## config.mk

```make
export PLATFORM = sky130hd
export DESIGN_NAME = mlt_cell
export DESIGN_NICKNAME = d
export VERILOG_FILES = /design/src/mlt_pkg.sv /design/src/mlt_cell.sv
export SDC_FILE = /design/constraint.sdc
export NUM_CORES = 1
export LEC_CHECK = 0
export ABC_CLOCK_PERIOD_IN_PS = 5600
export BUFFER_PORTS_ARGS = -buffer_cell sky130_fd_sc_hd__buf_2
export CAP_MARGIN = 15
export CORE_ASPECT_RATIO = 1.1
export CORE_MARGIN = 4
export CORE_UTILIZATION = 55
export DETAILED_ROUTE_END_ITERATION = 16
export PLACE_DENSITY = 0.87
export SLEW_MARGIN = 20
export SYNTH_ARGS = -nofsm -noshare
export SYNTH_HDL_FRONTEND = slang
export SYNTH_SLANG_ARGS = --single-unit
export TNS_END_PERCENT = 10
```

## constraint.sdc

```tcl
create_clock -name i_clk -period 5.6 [get_ports i_clk]
set_input_delay 0.56 -clock i_clk [delete_from_list [all_inputs] [get_ports i_clk]]
set_output_delay 0.56 -clock i_clk [all_outputs]
set_load 0.03 [all_outputs]
```

## src/mlt_pkg.sv

```systemverilog
// ----------------------------------------------------------------------------
// mlt_pkg
// Shared types and constants for the MAC learning table: the token that
// walks the row of table cells, aging constants and reset values.
// ----------------------------------------------------------------------------
package mlt_pkg;

    localparam int unsigned TABLE_ENTRIES_DEF = 64;

    localparam int unsigned MAC_W   = 48;
    localparam int unsigned PORT_W  = 4;
    localparam int unsigned TIME_W  = 16;
    localparam int unsigned COUNT_W = 7;

    localparam logic [TIME_W-1:0] AGE_STEP        = 16'd5;
    localparam logic [TIME_W-1:0] AGE_TIMEOUT_RST = 16'd300;
    localparam logic [MAC_W-1:0]  MAC_BCAST       = 48'hFFFF_FFFF_FFFF;

    localparam logic MODE_FRAME = 1'b0;
    localparam logic MODE_TICK  = 1'b1;

    // Running result of one item as it passes from cell to cell
    typedef struct packed {
        logic               active;
        logic               src_match;
        logic               dst_found;
        logic [PORT_W-1:0]  dport;
        logic               moved;
        logic               free_found;
        logic [COUNT_W-1:0] expired;
    } t_token;

endpackage

```

## src/mlt_cell.sv

```systemverilog
// ----------------------------------------------------------------------------
// mlt_cell
// One table entry. Checks the passing token against its own entry, updates
// the entry and registers the token before handing it on to the next cell.
// ----------------------------------------------------------------------------
module mlt_cell (
    input  logic                      i_clk,
    input  logic                      i_rst_n,
    input  logic                      i_mode,
    input  logic [mlt_pkg::PORT_W-1:0] i_port,
    input  logic [mlt_pkg::MAC_W-1:0]  i_src,
    input  logic [mlt_pkg::MAC_W-1:0]  i_dst,
    input  logic [mlt_pkg::TIME_W-1:0] i_timeout,
    input  logic                      i_learn,
    input  mlt_pkg::t_token           i_tok,
    output mlt_pkg::t_token           o_tok
);
    import mlt_pkg::*;

    logic              r_valid, n_valid;
    logic              r_cand, n_cand;
    logic [MAC_W-1:0]  r_mac, n_mac;
    logic [PORT_W-1:0] r_port, n_port;
    logic [TIME_W-1:0] r_time, n_time;
    t_token            r_tok, n_tok;
    logic              src_hit, dst_hit;

    always_comb begin
        n_tok   = i_tok;
        n_valid = r_valid;
        n_cand  = r_cand;
        n_mac   = r_mac;
        n_port  = r_port;
        n_time  = r_time;
        src_hit = 1'b0;
        dst_hit = 1'b0;

        // learn into this entry if it was picked as the free slot
        if (i_learn && r_cand) begin
            n_valid = 1'b1;
            n_cand  = 1'b0;
            n_mac   = i_src;
            n_port  = i_port;
            n_time  = i_timeout;
        end

        if (i_tok.active) begin
            n_cand = 1'b0;
            if (i_mode == MODE_TICK) begin
                if (r_valid) begin
                    if (r_time <= AGE_STEP) begin
                        n_valid     = 1'b0;
                        n_tok.expired = i_tok.expired + 7'd1;
                    end else begin
                        n_time = r_time - AGE_STEP;
                    end
                end
            end else if (!r_valid) begin
                if (!i_tok.free_found) begin
                    n_tok.free_found = 1'b1;
                    n_cand           = 1'b1;
                end
            end else begin
                src_hit = !i_tok.src_match && (r_mac == i_src);
                dst_hit = !i_tok.dst_found && (r_mac == i_dst);
                if (src_hit) begin
                    n_tok.src_match = 1'b1;
                    n_port          = i_port;
                    n_time          = i_timeout;
                    if (r_port != i_port) begin
                        n_tok.moved = 1'b1;
                    end
                end
                if (dst_hit) begin
                    n_tok.dst_found = 1'b1;
                    n_tok.dport     = src_hit ? i_port : r_port;
                end
            end
        end
    end

    always_ff @(posedge i_clk) begin
        if (!i_rst_n) begin
            r_valid <= 1'b0;
            r_cand  <= 1'b0;
            r_tok   <= '0;
        end else begin
            r_valid <= n_valid;
            r_cand  <= n_cand;
            r_tok   <= n_tok;
        end
    end

    always_ff @(posedge i_clk) begin
        r_mac  <= n_mac;
        r_port <= n_port;
        r_time <= n_time;
    end

    assign o_tok = r_tok;

endmodule

```

Word-level counts from Yosys, hierarchy flattened:

Cells that the tools add are included.

* input port bits: 136
* flip-flop bits (word level): 86
* logic and storage cells: 58
* output and inout bits: 16

* reduce and logical (&&, ||, !) cells: 6
* muxes and demuxes: 34
* eq/ne operators: 3
* add/subtract/negate cells: 2
* magnitude comparators: 1

Operator list (number)
* $mux W16: 7
* $eq A48 B48 Y1: 2
* $mux W7: 4
* $mux W4: 6
* $le A16 B3 Y1 const B: 1
* $sub A16 B3 Y16 const B: 1
* $mux W15: 1
* $mux W1: 14
* $mux W8: 1
* $add A7 B1 Y7 const B: 1
* $mux W5: 1
* $ne A4 B4 Y1: 1
* $logic_and A1 B1 Y1: 3
* $logic_not A1 Y1: 2
* $reduce_bool A2 Y1: 1

Logic depth before layout (Yosys ltp):

Gate-level depths: netlist of the first run.

* word-level depth: 7
* mapped depth: 10
* mapped depth without buffers: 9

Least setup slack after synthesis of the first run:

Ideal clock, no wire load.

* path type: in2reg
* start: input i_learn
* end: register r_time[10]
* setup time: 0.119 ns
* stages: 6
* data arrival time: 3.019 ns
* slack: 2.462 ns
* path buffers: 1
* required time: 5.481 ns
* cell sequence: nand2_1 > inv_2 > buf_1 > nand2_1 > and2_1 > o221a_2

* word-level cells in the longest chain between the ends: 6
* elaborated cells between the ends (all ways): 8
* classes of those cells: mux: 7; reduce/logical: 1

Ends and longest elaborated chain
* start: declaration: line mlt_cell.sv:14 `input logic i_learn,`
* $logic_and A1 B1 Y1 (*): line mlt_cell.sv:39 `if (i_learn && r_cand) begin`
* $mux W16 (*): line mlt_cell.sv:39
* $mux W16 (on tied branches): line mlt_cell.sv:66, mlt_cell.sv:51
* $mux W16 (on tied branches): line mlt_cell.sv:58, mlt_cell.sv:50
* $mux W16: line mlt_cell.sv:49 `if (i_mode == MODE_TICK) begin`
* $mux W16 (*): line mlt_cell.sv:47 `if (i_tok.active) begin`
* named net n_time[10]: line mlt_cell.sv:24 `logic [TIME_W-1:0] r_time, n_time;`
* end signal: assignment: line mlt_cell.sv:97 `r_time <= n_time;`
* end: declaration: line mlt_cell.sv:24

Mark *: on every way through the listed nets, which the timed path passes. The rest lies on a longest branch.
A chain may end at the register's enable or synchronous reset.

Final worst setup path of the first run:

* start: register r_mac[29]
* end: register r_time[2]

* word-level cells in the longest chain between the ends: 6

Ends and longest elaborated chain
* start: declaration: line mlt_cell.sv:22 `logic [MAC_W-1:0] r_mac, n_mac;`
* start signal: assignment: line mlt_cell.sv:95 `r_mac <= n_mac;`
* $eq A48 B48 Y1: line mlt_cell.sv:64 `src_hit = !i_tok.src_match && (r_mac == i_src);`
* $logic_and A1 B1 Y1: line mlt_cell.sv:64
* $mux W16: line mlt_cell.sv:66 `if (src_hit) begin`
* $mux W16: line mlt_cell.sv:58 `end else if (!r_valid) begin`
* $mux W16: line mlt_cell.sv:49
* $mux W16: line mlt_cell.sv:47
* named net n_time[2]: line mlt_cell.sv:24

The timed path passes the listed nets, and every way through them passes these cells.

==> out/results.tsv, run 1 <==
metric	value	unit
status	complete, no violations	
Setup crit start	r_mac[29]	
Root Driver	clkbuf_8	
number of max-cap violations	0	
Total Nets Final	751	
initial antenna violation count	2	
storage element area	2200	um2
HPWL after detailed placement	10200	um
DRT iter0 DRCs	231	
Max transition margin	0.511	
maximum vdd drop	0.148	mV
Internal Power	999	uW
Gate power share	0.193	
Clock power frac	0.277	
post-route minimum period	2.80	ns
Hold Crit Depth	1	
Setup Fix Bufs, Post-CTS	0	
RSZ-0062 raised after global routing	false	
launch point of the worst reg-to-reg path	r_mac[29]	
Post-synth EDFFs	48	
core area	8410	um2
r2r endpoint	r_time[2]	
#FFs+latches synth	86	
sw frac	0.292	
Final Max Slew Viols	0	
Std-Cell Rows	35	
CTS tree	yes	
register share of total power	0.530	
drt first pass iters	5	
Avg Inst Size Synth	10.4	um2
Worst-path clk slew	0.10	ns
Via density	5.75	
fraction of layout cells with a size suffix above 1	0.303	
post-synthesis sequential area ratio	0.464	
final setup vio count	0	
power per cell area	243	nW/um2
Distinct cells, synth	57	
die height	105	um
Tcrit/Tclk final	0.500	
Worst Max-Slew Pin Slew	0.733	ns
CTS Buf Count	9	
Final Hold Fails	0	
sw power	412	uW
YS warnings	0	
multi-input logic area	2460	um2
die area	10200	um2
Layout Cells excl Fill	730	
via count of the first global-routing pass	4118	
grt total ovfl	0	
placed cell count	712	
crit end category	flop	
WHS	0.394	ns
syn_nets	596	
Synth Cell Area	4740	um2
hold_buf cts	0	
Reg2Reg Setup Slack	2.80	ns
IO buf count	151	
Skew-Pair Late Insertion Delay	0.36	ns
path type of the worst min-delay path	in2reg	
clock tree sinks	86	
total negative slack	0	ns
Fill cells	678	
Critical Path Sink	r_time[2]	
Post-CTS Resized	0	
residual DRC count	0	
Top Ports	152	
f_max	0.357	GHz
Tot Pwr	1410	uW
starting density of the core	0.564	
Crit path required time	5.90	ns
Worst EP arrival	3.10	ns
R2R cell count	9	
vias	4195	
Die W	96.5	um
crit start category	flop	
critical-path maximum fanout	12	
post-synthesis cell count	457	
pin count of the biggest net entering global routing	58	
CTS max path bufs	2	
Final ANT Viol Nets	0	
Area Overhead vs Synth	22.2	%
GP Congestion	0.930	
predominant post-synthesis flop cell	edfxtp_1	
crit path kind	reg2reg	
final setup skew	0.0166	ns
Clock H-tree levels	3	
first-pass GRT wire length	20000	um
total global-route track usage	0.253	
DR WL/cell	17.8	um
Leak	0.00231	uW
fraction of registers with async set/reset	0	
routed wire length	13000	um
stage by stage:
stage / setup slack [ns] / instance area (um2) / util
detailed placement: 2.65 / 5620 / 0.668
CTS: 2.84 / 5790 / 0.689
floorplan: 2.46 / 4740 / -
global placement: 2.76 / 5620 / 0.668
global route: 2.58 / 5800 / 0.689
finish: 2.80 / 5800 / 0.689
worst min path at each step:
stage | from | to | slack [ns]
2_1_floorplan | r_port[0] | r_port[0] | 0.50
3_3_place_gp | r_port[1] | r_port[1] | 0.51
3_5_place_dp | r_port[0] | r_port[0] | 0.53
4_1_cts | i_src[25] | r_mac[25] | 0.38
5_1_grt | i_src[45] | r_mac[45] | 0.38
6_report | i_src[33] | r_mac[33] | 0.39
power by group through the flow:
stage | Combinational [uW] | Clock (uW) | Sequential (uW)
global route | 300 | 427 | 753
finish | 272 | 391 | 748
CTS | 270 | 402 | 747
global placement | 260 | 0 | 759
floorplan | 157 | 0 | 762
detailed placement | 269 | 0 | 761
critical path, stage by stage (launching register included):
cell and delay [ns]:
edfxtp_1 0.45, xor2_1 0.19, nor4_1 0.43, nand4_1 0.21, nor4_2 0.30, buf_4 0.24
a211oi_1 0.09, buf_4 0.19, nor2_1 0.36, o221a_2 0.27
logic make-up after synthesis:
kind of cell	Yosys count	share of synthesized area
AO/OA/AOI/OAI	86	0.128
XOR/XNOR	106	0.196
adder cells (fa/ha/maj)	3	0.00792
multiplexers	10	0.0222
AND/OR/NAND/NOR	146	0.163
flip-flops	86	0.464
buffers and inverters	20	0.0179
final cells by class:
type,instances,area share
diodes,2,0.000864
clock buffers,9,0.0214
clock inverters,7,0.00842
inverters,10,0.00648
multi-input cells,351,0.425
flip-flops and latches,86,0.380
well taps,111,0.0240
repair buffers,154,0.134
placed cells by master, fill, tap and decap left out, types with 5 or more instances in the layout:
| cell | synthesis | layout |
|---|---|---|
| mux2i_1 | 6 | 6 |
| o22ai_1 | 5 | 5 |
| nor2_1 | 29 | 29 |
| o21a_1 | 6 | 6 |
| nor4_1 | 18 | 17 |
| nand3_1 | 5 | 5 |
| xnor2_1 | 52 | 52 |
| o221a_2 | 6 | 6 |
| edfxtp_1 | 48 | 48 |
| a21oi_1 | 17 | 17 |
| nand2_1 | 34 | 34 |
| and2_1 | 7 | 7 |
| clkbuf_8 | 0 | 9 |
| inv_1 | 9 | 9 |
| nand4_1 | 18 | 18 |
| nor3_1 | 8 | 8 |
| xor2_1 | 54 | 54 |
| dfxtp_1 | 38 | 38 |
| o21ai_0 | 18 | 18 |
| buf_2 | 2 | 151 |
| nor2b_1 | 6 | 6 |
sequential cells by signal, summed over array words and instances (netlist names):
register	flops
r_cand	1
r_port	4
r_mac	48
r_time	16
o_tok	16
r_valid	1
layer usage:
metal  wire (um)  part of all wire  GRT usage  up-vias
met5           0                 0          0        -
met4         435             0.034      0.106        0
met3        1130             0.087     0.0642       43
met2        6370              0.49      0.408      193
met1        5050              0.39      0.319     1972
li1            -                 -          -     1987
Yosys cell counts (3+ instances only):
library cell / n / area (um2)
and3_1: 4 / 25.0
xor2_1: 54 / 473
clkbuf_1: 6 / 22.5
edfxtp_1: 48 / 1440
o221a_2: 6 / 67.6
a31oi_1: 3 / 18.8
o22ai_1: 5 / 31.3
nor2b_1: 6 / 37.5
mux2i_1: 6 / 60.1
nor3_1: 8 / 40.0
nand2b_1: 4 / 25.0
nor4_1: 18 / 113
o221ai_1: 3 / 26.3
nand3_1: 5 / 25.0
inv_1: 9 / 33.8
xnor2_1: 52 / 455
and2_1: 7 / 43.8
nand2_1: 34 / 128
nor2_1: 29 / 109
dfxtp_1: 38 / 761
o21ai_0: 18 / 90.1
o21a_1: 6 / 45.0
ha_1: 3 / 37.5
mux2_2: 4 / 45.0
o211a_1: 4 / 40.0
a21oi_1: 17 / 85.1
nand4_1: 18 / 113
(Power assumes the default switching activity.)
==> run 2: changes to the inputs <==
ABC_AREA = 1   (was unset)
ABC_CLOCK_PERIOD_IN_PS = 2870   (was 5600)
CORE_UTILIZATION = 54   (was 55)
PLACE_DENSITY = 0.83   (was 0.87)
clock period = 2.87 ns   (was 5.6 ns; I/O delays follow)
==> out/results.tsv, run 2 <==
metric	value	unit
register share of total power	0.446	
Tcrit/Tclk final	0.758	
CP max stage delay	0.37	ns
final setup vio count	0	
r2r endpoint	r_time[5]	
YS warnings	0	
f_max	0.460	GHz
Synth Cell Area	5770	um2
CTS max path bufs	2	
predominant post-synthesis flop cell	edfxtp_1	
Worst EP arrival	2.40	ns
via count of the first global-routing pass	5266	
status	complete, no violations	
Clock power frac	0.351	
DRT iter0 DRCs	403	
routed wire length	15000	um
syn_nets	951	
RSZ-0062 raised after global routing	false	
power per cell area	465	nW/um2
R2R cell count	13	
Post-synth top cells	nand2_1 (192), inv_1 (138), nor2_1 (103), xnor2_1 (60), a21oi_1 (50)	
Std-Cell Rows	39	
cell taking the most area after synthesis	edfxtp_1	
starting density of the core	0.553	
core area	10400	um2
Crit path required time	3.10	ns
post-synthesis sequential area ratio	0.381	
WHS	0.150	ns
CP max stage cell	dfxtp_1	
CP Cell Sequence	inv_1, ha_1, inv_1, nand2_1, o21ai_0, nor2_1, nand2_1, nand2_1, buf_4, o21ai_0, a21oi_1, nor2_1, a21oi_1	
fraction of registers with async set/reset	0	
sw power	923	uW
Top Ports	152	
vias	5563	
CTS tree	yes	
total global-route track usage	0.244	
CP dominant cell by count	nand2_1	
launch point of the worst reg-to-reg path	r_time[0]	
Layout Utilization	0.667	
post-synthesis cell count	812	
Reg2Reg Setup Slack	0.69	ns
DR WL/cell	13.5	um
Clock H-tree levels	3	
first-pass GRT wire length	24300	um
Die W	107	um
Critical Path Sink	r_time[5]	
Final Hold Fails	0	
HPWL after detailed placement	11300	um
residual DRC count	0	
critical-path maximum fanout	14	
placed inst area	6680	um2
number of max-cap violations	0	
drt first pass iters	5	
post-route minimum period	2.18	ns
Largest register FFs	48	
total negative slack	0	ns
Worst Max-Slew Pin Slew	0.475	ns
Post-CTS Resized	0	
Area Overhead vs Synth	20.6	%
crit start category	flop	
#FFs+latches synth	86	
top-count cell post-synth	nand2_1	
Root Driver	clkbuf_16	
die height	116	um
Total Nets Final	1102	
top-area cell type share of the netlist area	0.250	
grt total ovfl	0	
Setup Fix Bufs, Post-CTS	0	
Design Area, Final	6970	um2
crit end category	flop	
Final Max Slew Viols	0	
hold_buf cts	0	
pin count of the biggest net entering global routing	35	
Leak	0.00350	uW
Worst-path clk slew	0.06	ns
Internal Power	2320	uW
Tot Pwr	3240	uW
Fill cells	975	
Avg Inst Size Synth	7.11	um2
most frequent cells in the layout	nand2_1 (192), buf_2 (151), inv_1 (137)	
maximum vdd drop	0.255	mV
most common cell after layout, fill and taps aside	nand2_1	
initial antenna violation count	2	
Distinct cells, synth	37	
CTS Buf Count	9	
clock tree sinks	86	
Post-synth EDFFs	48	
Skew-Pair Late Insertion Delay	0.34	ns
Gate power share	0.203	
Max transition margin	0.683	
Final ANT Viol Nets	0	
top post-synthesis cells by area	edfxtp_1 (25%), dfxtp_1 (13%), nand2_1 (12%), xnor2_1 (9.1%), inv_1 (9.0%)	
largest register by flop count	r_mac	
sw frac	0.285	
final setup skew	0.00860	ns
crit path kind	reg2reg	
GP Congestion	0.872	
Setup crit start	r_time[0]	
die area	12400	um2
path type of the worst min-delay path	in2reg	
Via density	5.00	
IO buf count	151	
fraction of layout cells with a size suffix above 1	0.216	
[run 2: cell count changes in the layout (fill, tap and decap cells not counted), sizes merged, moves of 8 or more]
cell,previous run,this run
nand3,5,38
inv,11,145
xor2,54,18
xnor2,52,60
a21oi,17,59
nand4,18,31
nor4,18,0
nand2,34,198
nor2,29,109
o21ai,20,30
[run 2: power by group through the flow]
stage | Sequential, uW | Clock, uW | Combinational, uW
after floorplan | 1480 | 0 | 412
after global placement | 1460 | 0 | 635
after detailed placement | 1470 | 0 | 648
after CTS | 1440 | 1150 | 655
after global routing | 1450 | 1210 | 746
final | 1440 | 1140 | 657
[run 2: critical path, delay by kind of cell, from the launching register on]
| kind | cells | cell delay, ns |
|---|---|---|
| AND/OR/NAND/NOR | 5 | 0.60 |
| AO/OA/AOI/OAI | 4 | 0.45 |
| buffers and inverters | 3 | 0.42 |
| flip-flops | 1 | 0.37 |
| adder cells (fa/ha/maj) | 1 | 0.22 |
[run 2: layout make-up]
class                   instances  area (um2)  share of cell area
well taps                     143         179              0.0257
diodes                          1        2.50            0.000359
multi-input cells             563        2940               0.422
repair buffers                158         808               0.116
flip-flops and latches         86        2200               0.316
inverters                     145         549              0.0789
clock buffers                  13         270              0.0388
clock inverters                 3        16.3             0.00234
[run 2: per-stage QoR]
| step | instances | worst slack [ns] |
|---|---|---|
| 3_3_place_gp | 1095 | 0.784 |
| 2_1_floorplan | 812 | 0.634 |
| 6_report | 1112 | 0.695 |
| 4_1_cts | 1111 | 0.702 |
| 5_1_grt | 1112 | 0.409 |
| 3_5_place_dp | 1095 | 0.713 |
[run 2: cells by family after synthesis]
logic type               after synthesis  synth area share
AO/OA/AOI/OAI                         93            0.0878
AND/OR/NAND/NOR                      389             0.296
flip-flops                            86             0.381
adder cells (fa/ha/maj)                3           0.00650
XOR/XNOR                              78             0.118
buffers and inverters                163             0.110
[run 2: metal layers]
metal  global-route usage  wire [um]  vias to the layer above
met5                    0         10                        -
met4               0.0725        311                        2
met3               0.0381       1010                       30
met2                0.440       7420                      213
met1                0.302       6280                     2468
li1                     -          -                     2850
[run 2: worst min path at each step]
stage | from | endpoint | cells after the start
final | i_src[23] | r_mac[23] | 1
after global routing | i_src[28] | r_mac[28] | 1
after CTS | i_src[15] | r_mac[15] | 1
after detailed placement | r_cand | r_cand | 2
after global placement | r_cand | r_cand | 2
after floorplan | i_rst_n | o_tok[15] | 2
==> run 3: changes to the inputs <==
ABC_AREA = 0   (was 1)
ABC_CLOCK_PERIOD_IN_PS = 1800   (was 2870)
CORE_UTILIZATION = 46   (was 54)
PLACE_DENSITY = 0.78   (was 0.83)
clock period = 1.8 ns   (was 2.87 ns; I/O delays follow)
==> out/results.tsv, run 3 (synthesis results as in run 1) <==
metric	value	unit
status	complete, but fails checks	
failing checks	setup timing	
pin count of the biggest net entering global routing	31	
Final Hold Fails	0	
f_max	0.419	GHz
CTS max path bufs	2	
die height	114	um
Std-Cell Rows	38	
routed wire length	15400	um
Die W	105	um
GR peak layer	met2	
grt total ovfl	0	
maximum vdd drop	0.417	mV
drt first pass iters	5	
Total Nets Final	872	
most frequent cells in the layout	buf_2 (151), buf_4 (120), xor2_1 (54)	
Root Driver	clkbuf_8	
GRT met2 Usage	0.456	
post-route minimum period	2.39	ns
Crit path required time	2.05	ns
vias	4694	
grt met1 use	0.303	
Clock H-tree levels	3	
DRT iter0 DRCs	382	
Worst Max-Slew Pin Slew	0.604	ns
Worst EP arrival	2.64	ns
RSZ-0062 raised after global routing	true	
hold path start	i_src[26]	
met3 Track Usage GR	0.0440	
Final Max Slew Viols	0	
DR WL/cell	17.9	um
Skew-Pair Late Insertion Delay	0.36	ns
CTS tree	yes	
crit end category	flop	
number of max-cap violations	0	
critical-path maximum fanout	5	
Layout Utilization	0.689	
dpl ws	-0.667	ns
GP Congestion	0.943	
crit start category	flop	
final setup skew	0.00804	ns
clock tree sinks	86	
Layout Cells excl Fill	860	
power per cell area	682	nW/um2
Final ANT Viol Nets	0	
Worst-path clk slew	0.08	ns
placed cell count	839	
CTS Buf Count	9	
most common cell after layout, fill and taps aside	buf_2	
Largest register FFs	48	
final worst setup slack	-0.588	ns
die area	12000	um2
Top Ports	152	
starting density of the core	0.475	
core area	9980	um2
residual DRC count	0	
total global-route track usage	0.251	
Reg2Reg Setup Slack	-0.59	ns
Tot Pwr	4690	uW
r2r endpoint	r_time[10]	
R2R cell count	8	
launch point of the worst reg-to-reg path	r_mac[40]	
Max transition margin	0.596	
Tcrit/Tclk final	1.33	
Area Overhead vs Synth	45.1	%
Leak	0.00293	uW
HPWL after detailed placement	11800	um
crit path kind	reg2reg	
IO buf count	151	
final setup vio count	33	
Hold Crit Depth	1	
initial antenna violation count	2	
largest register by flop count	r_mac	
Via density	5.46	
via count of the first global-routing pass	4793	
path type of the worst min-delay path	in2reg	
first-pass GRT wire length	23900	um
Min-Delay Endpoint	r_mac[26]	
fraction of layout cells with a size suffix above 1	0.450	
run 3: cell types whose count changed in the layout (fill, tap and decap cells not counted), sizes merged, moves of 13 or more:
cell / before / now
buf: 158 / 274
nand2: 198 / 34
a21oi: 59 / 17
nor2: 109 / 29
xor2: 18 / 54
inv: 145 / 11
nor4: 0 / 18
nand3: 38 / 5
nand4: 31 / 18
run 3: worst max path at each step:
stage / startpoint / to / slack [ns] / cells past startpoint
global placement: r_mac[40] / r_time[1] / -0.61 / 8
CTS: r_mac[43] / r_time[7] / -0.51 / 9
finish: r_mac[40] / r_time[10] / -0.59 / 8
floorplan: r_time[9] / r_time[9] / -0.30 / 7
detailed placement: r_mac[20] / r_time[3] / -0.67 / 8
global route: r_mac[26] / r_time[10] / -0.69 / 8
run 3: layout make-up:
| type | instances | area, um2 |
|---|---|---|
| fill | 746 | 3100 |
| multi-input combinational | 351 | 2600 |
| sequential | 86 | 2200 |
| timing repair buffer | 275 | 1720 |
| tap | 120 | 150 |
| clock buffer | 13 | 149 |
| inverter | 10 | 37.5 |
| clock inverter | 3 | 18.8 |
| antenna | 2 | 5.00 |
run 3: routing by layer:
metal	share of wire	vias to the layer above
met5	0	-
met4	0.017	0
met3	0.070	23
met2	0.52	219
met1	0.39	2229
li1	-	2223
run 3: worst max-delay path, stage by stage (launching register included):
cell      delay [ns]
edfxtp_1        0.43
xor2_1          0.20
nor4_2          0.40
nand4_1         0.25
nor4_2          0.26
buf_4           0.20
nand2_2         0.09
and2_1          0.19
o221a_2         0.27
run 3: timing repair:
action | CTS | global route
hold buffers | 0 | 1
pin swaps | 12 | 6
buffers inserted | 1 | 1
resized for setup | 17 | 5
endpoints found under the setup margin | 34 | 34
endpoints found under the hold margin | 0 | 1
run 3: per-stage QoR:
| step | instance area, um2 | hold slack (ns) | setup TNS, ns |
|---|---|---|---|
| after floorplan | 4790 | 0.279 | -6.85 |
| after global placement | 6570 | 0.384 | -14.55 |
| after detailed placement | 6570 | 0.385 | -16.10 |
| after CTS | 6830 | 0.0113 | -12.97 |
| after global routing | 6880 | 0.00520 | -18.22 |
| final | 6880 | 0.0188 | -14.82 |
run 3: report_power, final:
group / total [uW] / internal (uW) / leakage (uW) / switching, uW
combinational: 1180 / 602 / 0.00210 / 578
sequential: 2280 / 2200 / 0.000751 / 83.5
clock: 1230 / 540 / 0.0000840 / 689
